**config.mk**
```make
export PLATFORM = sky130hd
export DESIGN_NAME = cmta_fifo
export DESIGN_NICKNAME = d
export VERILOG_FILES = /design/src/hw/rtl/cube_map_texel_address_top_assert.svh /design/src/hw/rtl/cmta_pkg.sv /design/src/hw/rtl/cmta_fifo.sv
export SDC_FILE = /design/constraint.sdc
export NUM_CORES = 1
export LEC_CHECK = 0
export BUFFER_PORTS_ARGS = -buffer_cell sky130_fd_sc_hd__buf_2
export CAP_MARGIN = 20
export CORE_AREA = 2 2 216 165
export CTS_BUF_LIST = sky130_fd_sc_hd__clkbuf_2 sky130_fd_sc_hd__clkbuf_4 sky130_fd_sc_hd__clkbuf_8
export DETAILED_ROUTE_END_ITERATION = 8
export DIE_AREA = 0 0 218 167
export SYNTH_ARGS = -nofsm -noshare
export SYNTH_HDL_FRONTEND = slang
export SYNTH_SLANG_ARGS = --single-unit
```
**constraint.sdc**
```tcl
create_clock -name clk -period 4.8 [get_ports clk]
set_input_delay 0.48 -clock clk [delete_from_list [all_inputs] [get_ports clk]]
set_output_delay 0.48 -clock clk [all_outputs]
set_load 0.01 [all_outputs]
```
**src/hw/rtl/cube_map_texel_address_top_assert.svh**
```systemverilog
// assertion macros for the cube map address block
`ifndef CUBE_MAP_TEXEL_ADDRESS_TOP_ASSERT_SVH
`define CUBE_MAP_TEXEL_ADDRESS_TOP_ASSERT_SVH

// same-cycle implication
`define CMTA_ASSERT_IMPLIES(lbl, clk, rst, ante, cons, msg) \
  lbl: assert property (@(posedge clk) disable iff (rst) (ante) |-> (cons)) \
    else $error(msg);

// next-cycle implication
`define CMTA_ASSERT_NEXT(lbl, clk, rst, ante, cons, msg) \
  lbl: assert property (@(posedge clk) disable iff (rst) (ante) |=> (cons)) \
    else $error(msg);

`endif

```
**src/hw/rtl/cmta_pkg.sv**
```systemverilog
package cmta_pkg;

  localparam int DIR_W     = 16;
  localparam int MAG_W     = 16;
  localparam int SUM_W     = 17;
  localparam int DEN_W     = MAG_W + 1;
  localparam int SIZE_W    = 13;
  localparam int NUM_W     = DEN_W + SIZE_W;
  localparam int FACE_W    = 3;
  localparam int COORD_W   = 12;
  localparam int FRAC_W    = 12;
  localparam int MID_DEPTH = 4;

  localparam int MAX_FACE_SIZE_DEF = 4096;
  localparam int FRAC_BITS_DEF     = 12;

  localparam logic [SIZE_W-1:0] FACE_SIZE_RESET = 13'd256;

  localparam logic [FACE_W-1:0] FACE_POS_X = 3'd0;
  localparam logic [FACE_W-1:0] FACE_NEG_X = 3'd1;
  localparam logic [FACE_W-1:0] FACE_POS_Y = 3'd2;
  localparam logic [FACE_W-1:0] FACE_NEG_Y = 3'd3;
  localparam logic [FACE_W-1:0] FACE_POS_Z = 3'd4;
  localparam logic [FACE_W-1:0] FACE_NEG_Z = 3'd5;

  // classified direction handed from front to back
  typedef struct packed {
    logic [FACE_W-1:0] face;
    logic              zero;
    logic [MAG_W-1:0]  mag;
    logic [SUM_W-1:0]  sum_u;
    logic [SUM_W-1:0]  sum_v;
    logic [SIZE_W-1:0] size;
  } item_t;

  typedef struct packed {
    logic [FACE_W-1:0]  face;
    logic [COORD_W-1:0] col_lo;
    logic [COORD_W-1:0] col_hi;
    logic [COORD_W-1:0] row_lo;
    logic [COORD_W-1:0] row_hi;
    logic [FRAC_W-1:0]  frac_col;
    logic [FRAC_W-1:0]  frac_row;
    logic               zero;
  } result_t;

endpackage

```
**src/hw/rtl/cmta_fifo.sv**
```systemverilog
module cmta_fifo (
  input  logic            clk,
  input  logic            rst,
  input  logic            wr_valid,
  input  cmta_pkg::item_t wr_data,
  output logic            wr_ready,
  output logic            rd_valid,
  output cmta_pkg::item_t rd_data,
  input  logic            rd_pop
);

  localparam int PTR_W = $clog2(cmta_pkg::MID_DEPTH);
  localparam int CNT_W = $clog2(cmta_pkg::MID_DEPTH + 1);

  cmta_pkg::item_t  slots [cmta_pkg::MID_DEPTH];
  logic [PTR_W-1:0] wr_ptr, rd_ptr;
  logic [CNT_W-1:0] count;
  logic             do_wr, do_rd;

  function automatic logic [PTR_W-1:0] next_ptr(input logic [PTR_W-1:0] p);
    return (p == PTR_W'(cmta_pkg::MID_DEPTH - 1)) ? '0 : p + PTR_W'(1);
  endfunction

  assign wr_ready = count != CNT_W'(cmta_pkg::MID_DEPTH);
  assign rd_valid = count != '0;
  assign rd_data  = slots[rd_ptr];
  assign do_wr    = wr_valid && wr_ready;
  assign do_rd    = rd_pop && rd_valid;

  always_ff @(posedge clk) begin
    if (rst) begin
      wr_ptr <= '0;
      rd_ptr <= '0;
      count  <= '0;
    end else begin
      if (do_wr) begin
        wr_ptr <= next_ptr(wr_ptr);
      end
      if (do_rd) begin
        rd_ptr <= next_ptr(rd_ptr);
      end
      count <= count + CNT_W'(do_wr) - CNT_W'(do_rd);
    end
  end

  always_ff @(posedge clk) begin
    if (do_wr) begin
      slots[wr_ptr] <= wr_data;
    end
  end

endmodule

```
==> results.yml <==
floorplanning:
  initial_core_util_pct: 29.6
  io_pins: 140
  floorplan.die_area_um2: 36400
  die_h_um: 167
  rows: 59
  die_x_um: 218
  core_area_um2: 34300
layout:
  syn_to_final_growth_pct: 20.4
  diodes: 0
  final_common_cell: "edfxtp_1"
  final_cell_mix: "edfxtp_1 (268), buf_2 (139), mux4_2 (67), clkbuf_8 (42), clkbuf_4 (13)"
  layout.nets: 649
  design_area_um2: 12200
  final_cells: 1056
  drive_gt1_share_pct: 47.6
synth:
  synthFlopType: "edfxtp_1"
  syn_nets: 478
  synth_seq_area_share_pct: 81.0
  netlist_area_um2: 10200
  syn_inst: 399
  synth_adder_area_share_pct: 1.06
  yosys_warnings: 0
  synth_top_family_by_area: "multiplexers"
  postSynthAreaPerCell_um2: 25.4
  synthSimpleGateAreaFrac_pct: 1.10
  synth_enable_flop_cells: 268
  synth_xor_area_share_pct: 0.0863
  muxShareOfSynthArea_pct: 15.1
  synth_compound_area_share_pct: 0.296
  ys_types: 29
  synth_seq_cells: 277
  async_flop_share_pct: 0
worst_hold_path:
  min_path_cells: 1
  hp-class: "input pin to flip-flop"
global_route:
  grt_pass1_vias: 5209
  antenna_found_initial: 1
  grt_pass1_wl_um: 29600
  grt_usage_pct: 10.7
  grt_start_max_net_pins: 68
  grt.overflow.total: 0
worst_setup_path:
  critPathMaxStageDelay_ps: 1040
  worstPathBufferInverterCount: 1
  critPathMaxFanout: 67
  worstSetupPathType: "flip-flop to primary output"
  path_cells: "mux4_2 -> buf_2"
  critical_path_cell_count: 2
  arrival_ps: 2240
  start_kind: "flip-flop"
  required_ps: 4320
  crit_family: "flip-flops"
  end_kind: "primary output"
  slowest_stage: "dfxtp_4"
  ff2ff_path_depth: 10
clock_tree:
  clk_pin_slew_ps: 60
  cts_buffer_depth: 3
  cts_root_buf: "clkbuf_8"
  numCtsBuffers: 42
  clock-sinks: 277
  postCtsSetupRepairBufs: 0
  h-tree-depth: 2
  cts_resized: 0
  cts_hold_buf: 0
  insertion_delay_ps: 550
  cts_tree: "built"
route:
  wirelength_um: 19100
  dr.pass1.iters: 4
  wire_per_inst_um: 18.1
  ant_nets: 0
  drcViolationCount: 0
  vias_per_cell: 4.38
  drt_first_iter_violations: 233
  dr_total_vias: 4622
placed_design:
  portBuffers: 139
  routabilityCongestion: 0.702
  dp_cells: 979
  pre_cts_ws_ps: 2320
  dpl_cell_area_um2: 11300
  dp_hpwl_um: 10400
timing:
  whs_ps: 141
  rsz0062_at_grt: "no"
  max_slew_margin_pct: 29.3
  finalSetupViolCount: 0
  fmax_ghz: 0.368
  final_max_slew_viol_count: 0
  setup-tns-final_ps: 0
  finalHoldViolations: 0
  finalWorstSetupSlack_ps: 2080
  period_needed_ps: 2720
  fin_skew_ps: 14.4
  finalCritPeriodShare_pct: 56.7
  worst_pin_slew_ps: 1060
power_and_ir_drop:
  pwr-share-seq_pct: 49.8
  powerDensity_nw_per_um2: 506
  p_int_mw: 4.53
  p_leak_nw: 4.04
  switching_power_mw: 1.65
  p_clk_share_pct: 28.8
  vdd_drop_max_v: 0.000255
  combPwrFrac_pct: 21.5
  sw_frac_of_total_pct: 26.7
status:
  status: "finished, final reports clean"
flow_run:
  cap_viol_max_count: 0
-- metrics by stage --
step	util [%]	total power, mW
2_1_floorplan	-	3.97
3_3_place_gp	33.1	4.42
3_5_place_dp	33.1	4.48
4_1_cts	35.4	6.30
5_1_grt	35.7	6.51
6_report	35.7	6.19
-- kinds of logic after synthesis --
family / count (synthesis)
DFF: 277
adders and majority gates: 8
AOI/OAI and AO/OA: 4
and+or+nand+nor: 18
xor gates and xnor gates: 1
buffers and inverters: 22
muxes: 69
-- power by group through the flow --
stage               clock, mW  combinational [mW]  sequential (mW)
floorplan                   0               0.905             3.06
global placement            0                1.31             3.12
detailed placement          0                1.33             3.14
CTS                      1.87                1.34             3.09
global route             1.96                1.45             3.11
finish                   1.78                1.33             3.08
-- synth_stat cells, types with 2 or more instances --
master	count	area [µm²]
nor2_1	3	11.3
inv_1	5	18.8
buf_2	4	20.0
buf_1	3	11.3
edfxtp_1	268	8050
mux4_2	67	1510
or3_1	2	12.5
nand2b_1	2	12.5
ha_1	7	87.6
buf_6	5	56.3
dfxtp_1	9	180
mux2i_1	2	20.0
buf_4	3	22.5
and3_2	4	30.0
-- layout make-up --
type	count	area (µm²)
fill	3173	22000
sequential	277	8240
clock buffer	55	676
timing repair buffer	144	826
clock inverter	18	90.1
multi-input combinational	100	1800
inverter	5	18.8
tap	457	572
-- layer usage --
metal  part of all wire (%)  wire (µm)  up-vias  GRT usage, %
met2                     50       9630      133          18.6
met4                    2.6        499        0          3.93
met5                      0          0        -             0
li1                       -          -     2044             -
met3                    5.9       1130       48          3.16
met1                     41       7870     2397          12.6
-- worst paths after layout --
kind                                        startpoint                     to  slack (ps)
worst max-delay path                         flip-flop            rd_data[53]        2080
worst min-delay path                        wr_data[6]  slots[2][6]$_DFFE_PP_         140
worst max register to register     count[1]$_SDFF_PP0_    count[2]$_SDFF_PP0_        2300
worst min register to register  rd_ptr[0]$_SDFFE_PP0N_              flip-flop         510
-- flip-flops by register name, indices dropped and copies added (netlist names), named ones only --
name and flops:
count 3, slots 268, rd_ptr 2, wr_ptr 2
(Power assumes the default switching activity.)
