<file path="config.mk">
export PLATFORM = sky130hd
export DESIGN_NAME = cmta_front
export DESIGN_NICKNAME = d
export VERILOG_FILES = /design/src/hw/rtl/cube_map_texel_address_top_assert.svh /design/src/hw/rtl/cmta_pkg.sv /design/src/hw/rtl/cmta_front.sv
export SDC_FILE = /design/constraint.sdc
export NUM_CORES = 1
export LEC_CHECK = 0
export BUFFER_PORTS_ARGS = -buffer_cell sky130_fd_sc_hd__buf_2
export CORE_AREA = 2 2 172 174
export DETAILED_ROUTE_END_ITERATION = 12
export DIE_AREA = 0 0 174 176
export PLACE_DENSITY = 0.52
export SLEW_MARGIN = 20
export SYNTH_ARGS = -nofsm -noshare
export SYNTH_HDL_FRONTEND = slang
export SYNTH_SLANG_ARGS = --single-unit
export TNS_END_PERCENT = 1
</file>
<file path="constraint.sdc">
create_clock -name clk -period 23.4 [get_ports clk]
set_input_delay 5.85 -clock clk [delete_from_list [all_inputs] [get_ports clk]]
set_output_delay 5.85 -clock clk [all_outputs]
set_load 0.02 [all_outputs]
</file>
<file path="src/hw/rtl/cube_map_texel_address_top_assert.svh">
// assertion macros for the cube map address block
`ifndef CUBE_MAP_TEXEL_ADDRESS_TOP_ASSERT_SVH
`define CUBE_MAP_TEXEL_ADDRESS_TOP_ASSERT_SVH

// same-cycle implication
`define CMTA_ASSERT_IMPLIES(lbl, clk, rst, ante, cons, msg) \
  lbl: assert property (@(posedge clk) disable iff (rst) (ante) |-> (cons)) \
    else $error(msg);

// next-cycle implication
`define CMTA_ASSERT_NEXT(lbl, clk, rst, ante, cons, msg) \
  lbl: assert property (@(posedge clk) disable iff (rst) (ante) |=> (cons)) \
    else $error(msg);

`endif

</file>
<file path="src/hw/rtl/cmta_pkg.sv">
package cmta_pkg;

  localparam int DIR_W     = 16;
  localparam int MAG_W     = 16;
  localparam int SUM_W     = 17;
  localparam int DEN_W     = MAG_W + 1;
  localparam int SIZE_W    = 13;
  localparam int NUM_W     = DEN_W + SIZE_W;
  localparam int FACE_W    = 3;
  localparam int COORD_W   = 12;
  localparam int FRAC_W    = 12;
  localparam int MID_DEPTH = 4;

  localparam int MAX_FACE_SIZE_DEF = 4096;
  localparam int FRAC_BITS_DEF     = 12;

  localparam logic [SIZE_W-1:0] FACE_SIZE_RESET = 13'd256;

  localparam logic [FACE_W-1:0] FACE_POS_X = 3'd0;
  localparam logic [FACE_W-1:0] FACE_NEG_X = 3'd1;
  localparam logic [FACE_W-1:0] FACE_POS_Y = 3'd2;
  localparam logic [FACE_W-1:0] FACE_NEG_Y = 3'd3;
  localparam logic [FACE_W-1:0] FACE_POS_Z = 3'd4;
  localparam logic [FACE_W-1:0] FACE_NEG_Z = 3'd5;

  // classified direction handed from front to back
  typedef struct packed {
    logic [FACE_W-1:0] face;
    logic              zero;
    logic [MAG_W-1:0]  mag;
    logic [SUM_W-1:0]  sum_u;
    logic [SUM_W-1:0]  sum_v;
    logic [SIZE_W-1:0] size;
  } item_t;

  typedef struct packed {
    logic [FACE_W-1:0]  face;
    logic [COORD_W-1:0] col_lo;
    logic [COORD_W-1:0] col_hi;
    logic [COORD_W-1:0] row_lo;
    logic [COORD_W-1:0] row_hi;
    logic [FRAC_W-1:0]  frac_col;
    logic [FRAC_W-1:0]  frac_row;
    logic               zero;
  } result_t;

endpackage

</file>
<file path="src/hw/rtl/cmta_front.sv">
module cmta_front #(
  parameter int MAX_FACE_SIZE = cmta_pkg::MAX_FACE_SIZE_DEF
) (
  input  logic                              clk,
  input  logic                              rst,
  input  logic                              push,
  output logic                              full,
  input  logic signed [cmta_pkg::DIR_W-1:0] dir_x,
  input  logic signed [cmta_pkg::DIR_W-1:0] dir_y,
  input  logic signed [cmta_pkg::DIR_W-1:0] dir_z,
  input  logic [cmta_pkg::SIZE_W-1:0]       face_size,
  output logic                              item_valid,
  output cmta_pkg::item_t                   item,
  input  logic                              item_ready
);

  logic [cmta_pkg::MAG_W-1:0]         ax, ay, az, mag;
  logic signed [cmta_pkg::SUM_W:0]    px, py, pz, nu, nv;
  logic [cmta_pkg::SUM_W:0]           su, sv;
  logic                               x_major, y_major;
  logic [cmta_pkg::FACE_W-1:0]        face;
  logic [cmta_pkg::SIZE_W-1:0]        size_eff;
  logic                               front_ready;
  cmta_pkg::item_t                    item_next;

  assign front_ready = !item_valid || item_ready;
  assign full        = !front_ready;

  always_comb begin
    ax = dir_x[cmta_pkg::DIR_W-1] ? (cmta_pkg::MAG_W'(~dir_x) + cmta_pkg::MAG_W'(1))
                                  : cmta_pkg::MAG_W'(dir_x);
    ay = dir_y[cmta_pkg::DIR_W-1] ? (cmta_pkg::MAG_W'(~dir_y) + cmta_pkg::MAG_W'(1))
                                  : cmta_pkg::MAG_W'(dir_y);
    az = dir_z[cmta_pkg::DIR_W-1] ? (cmta_pkg::MAG_W'(~dir_z) + cmta_pkg::MAG_W'(1))
                                  : cmta_pkg::MAG_W'(dir_z);
    px = (cmta_pkg::SUM_W+1)'(dir_x);
    py = (cmta_pkg::SUM_W+1)'(dir_y);
    pz = (cmta_pkg::SUM_W+1)'(dir_z);
    x_major = (ax >= ay) && (ax >= az);
    y_major = ay >= az;

    // ties go to x, then y
    priority if (x_major) begin
      mag = ax;
      if (!dir_x[cmta_pkg::DIR_W-1]) begin
        face = cmta_pkg::FACE_POS_X;
        nu   = -pz;
        nv   = -py;
      end else begin
        face = cmta_pkg::FACE_NEG_X;
        nu   = pz;
        nv   = -py;
      end
    end else if (y_major) begin
      mag = ay;
      if (!dir_y[cmta_pkg::DIR_W-1]) begin
        face = cmta_pkg::FACE_POS_Y;
        nu   = px;
        nv   = pz;
      end else begin
        face = cmta_pkg::FACE_NEG_Y;
        nu   = px;
        nv   = -pz;
      end
    end else begin
      mag = az;
      if (!dir_z[cmta_pkg::DIR_W-1]) begin
        face = cmta_pkg::FACE_POS_Z;
        nu   = px;
        nv   = -py;
      end else begin
        face = cmta_pkg::FACE_NEG_Z;
        nu   = -px;
        nv   = -py;
      end
    end

    // shift numerators into [0, 2m]
    su = nu + (cmta_pkg::SUM_W+1)'(mag);
    sv = nv + (cmta_pkg::SUM_W+1)'(mag);

    if (face_size == '0) begin
      size_eff = cmta_pkg::SIZE_W'(1);
    end else if (32'(face_size) > MAX_FACE_SIZE) begin
      size_eff = cmta_pkg::SIZE_W'(MAX_FACE_SIZE);
    end else begin
      size_eff = face_size;
    end

    item_next.face  = face;
    item_next.zero  = (dir_x == '0) && (dir_y == '0) && (dir_z == '0);
    item_next.mag   = mag;
    item_next.sum_u = su[cmta_pkg::SUM_W-1:0];
    item_next.sum_v = sv[cmta_pkg::SUM_W-1:0];
    item_next.size  = size_eff;
  end

  always_ff @(posedge clk) begin
    if (rst) begin
      item_valid <= 1'b0;
    end else if (front_ready) begin
      item_valid <= push;
    end
  end

  always_ff @(posedge clk) begin
    if (push && front_ready) begin
      item <= item_next;
    end
  end

endmodule

</file>
==> metrics.txt <==
status=finished, final reports clean; fmax=75.13 MHz; CTS resizes=0; final net count=between 1000 and 1500; IR drop worst, VDD=between 0.03 and 0.04 mV; Worst Skew=between 5 and 6 ps; drt pass-1 iters=5; Critical Path Slowest Stage Cell=o41ai_1; vias in the first global route=6039; Post-synth EDFFs=67; R2R setup slack=roughly 22000 ps; Worst-Margin Slew=876.7 ps; IO buf count=between 100 and 150; Routed Antenna Nets=0; Ports=between 100 and 150; switching pwr=about 0.36 mW; largest family of logic cells by synthesized area=simple AND/OR/NAND/NOR gates; leakage=~3.6 nW; Area Overhead vs Synth=18.74%; Pins Over Slew Limit=0; setup TNS=0 ps; Clk pwr share=0.171; register area share after synthesis=0.2856; CTS sink count=a little under 70; Synth Area per Inst=roughly 8.5 µm²; largest net degree at the start of global routing=between 60 and 70; XOR/XNOR share of the synthesized area=0.1477; core box area=around 29000 µm²; total gr overflow=0; H-tree Lvls=3; placed wire-length estimate=17220 µm; TritonCTS clock tree=built; Synth Area in Compound Gates=0.1502; Ys Warns=0; Critical path origin=dir_y[0]; die width=roughly 170 µm; Residual DRC=0; fin util=0.2960; final period utilization=0.5688; Post-CTS Hold Fix Bufs=0; DR vias=6192; Post-Syn Nets=between 900 and 1000; first-pass GRT wire length=approximately 33000 µm; crit path DAT=approximately 13000 ps; RePlAce Congestion=approximately 0.82; initial antenna violation count=7; RSZ-0062 raised after global routing=no; Sw Ratio=0.4319; register share of total power=0.253; Yosys cell types=55; Clock transition at path regs=~60 ps; final WL=around 21000 µm; Hold Path Class=reg2reg; die area=slightly above 30000 µm²; Rows=slightly above 60; critical path endpoint category=register; worst hold path cell count=3; Max-slew headroom=0.4156; Simple-Gate Fraction of Synth Area=0.1992; combinational power share=0.577; DIE HEIGHT=~180 µm; Clock Path Buffers=2; Initial DRC Count=345; Mapped Area=7116 µm²; Hold Crit Start=item_valid; setup violators final=0; Critical Path Max Stage Delay=about 600 ps; layout cell share with drive strength beyond 1=0.1805; Cell Pwr Density=approximately 100 nW/µm²; Synth Area in Adders=0.1516; fraction of registers with async set/reset=0; mux cell area share after synthesis=0.01864; CTS Root Cell=clkbuf_16; Startpoint Class=input pin; synthesized flop and latch total=between 60 and 70; Final Hold Violating Endpoints=0; Starting Density=0.2493; Post-CTS Repair Setup Buffers=0; CTS buffer count=9; fin crit period=13310 ps; reg2reg path depth=3; Avg WL per Cell=about 16 µm; Pwr Total=between 0.8 and 0.9 mW; Setup CP Type=in2reg; Critical Path RT=around 23000 ps; Global Route Usage Sum=0.1359; max cap viols=0; Synth Instances=836; Internal=around 0.47 mW; prevailing post-synth register cell=edfxtp_1; Clk Latency, worst-skew pair=340 ps; reg-to-reg startpoint=item_valid; worst-path maximum fanout=37; vias per inst=4.617
-- layout by cell type, fill, tap and decap left out, types with 4 or more instances in the layout --
cell	count
inv_1	42
or3_4	6
o21bai_1	5
or3_1	14
o2111ai_1	6
inv_6	4
xor2_1	53
nand2_1	101
a211oi_1	7
and3_1	4
or2_2	6
nor2b_1	16
diode_2	4
o21a_1	11
nor3_1	16
nand3_1	23
clkbuf_16	9
nor2_1	73
nor4_1	8
mux2i_1	11
ha_1	83
xnor2_1	67
o21ai_0	51
a31oi_1	8
buf_2	133
a21o_1	9
buf_4	4
nand2b_1	14
a21oi_1	55
edfxtp_1	67
-- state kept, by name (all words and copies together), names as in the netlist --
signal      flops
item_valid      1
item           67
-- final timing paths --
kind                endpoint
setup / recovery    item[28]
hold / removal    item_valid
hold reg to reg   item_valid
setup reg to reg    item[45]
-- stage by stage --
step	hold slack [ps]	area (µm²)	setup WS, ps	instances
after detailed placement	646.1	8133	9844	1321
after global placement	627.7	8133	9916	1321
after floorplan	771.6	7116	11210	836
after CTS	652.6	8439	10140	1337
after global routing	718.9	8449	9446	1341
final	646.5	8449	10090	1341
-- critical path: cells and delay by family --
family          cells  cell delay, ps
xor+xnor            2             350
compound gates     13            3260
buf+inv             4             810
simple gates        8            2250
fa+ha+maj           3             810
-- synth_stat cells, types with 4 or more instances --
library cell	number	area share
a211oi_1	7	0.0074
a21o_1	9	0.0095
a21oi_1	55	0.039
a31oi_1	8	0.0070
and3_1	4	0.0035
buf_1	4	0.0021
buf_2	7	0.0049
clkbuf_1	21	0.011
edfxtp_1	67	0.28
ha_1	83	0.15
inv_1	42	0.022
mux2i_1	11	0.015
nand2_1	101	0.053
nand2b_1	14	0.012
nand3_1	23	0.016
nor2_1	73	0.039
nor2b_1	17	0.015
nor3_1	16	0.011
nor4_1	8	0.0070
o2111ai_1	6	0.0074
o21a_1	11	0.012
o21ai_0	51	0.036
o21bai_1	5	0.0053
or2_2	6	0.0053
or3_1	14	0.012
or3_4	6	0.0095
xnor2_1	67	0.082
xor2_1	53	0.065
-- power by group through the flow --
stage	sequential, mW	combinational (mW)	clock, mW
3_5_place_dp	0.211	0.476	0
3_3_place_gp	0.212	0.471	0
6_report	0.208	0.474	0.141
2_1_floorplan	0.261	0.299	0
4_1_cts	0.209	0.478	0.145
5_1_grt	0.213	0.532	0.149
-- per-layer routing --
metal	wire, µm	GRT usage	up-vias
li1	-	-	3189
met1	10070	0.1817	2848
met2	9684	0.2243	131
met3	868	0.02283	18
met4	257	0.04237	6
met5	40	0	-
-- final cells by class --
type | count | area, µm²
clock buffers | 9 | 225.2
inverters | 42 | 157.7
flip-flops and latches | 68 | 2032
multi-input cells | 690 | 4767
fillers | 3130 | 20100
repair buffers | 137 | 695.7
clock inverters | 7 | 81.33
diodes | 4 | 10.01
well taps | 384 | 480.5
-- cell families (layout without fill, tap and decap cells) --
| group | count (synthesis) | after routing |
|---|---|---|
| flops | 68 | 68 |
| other cells | 0 | 4 |
| compound gates | 175 | 175 |
| buf+inv | 78 | 195 |
| fa+ha+maj | 85 | 85 |
| mux | 13 | 13 |
| xor+xnor | 120 | 120 |
| simple gates | 297 | 297 |
Power figures use the tool's default switching activity.
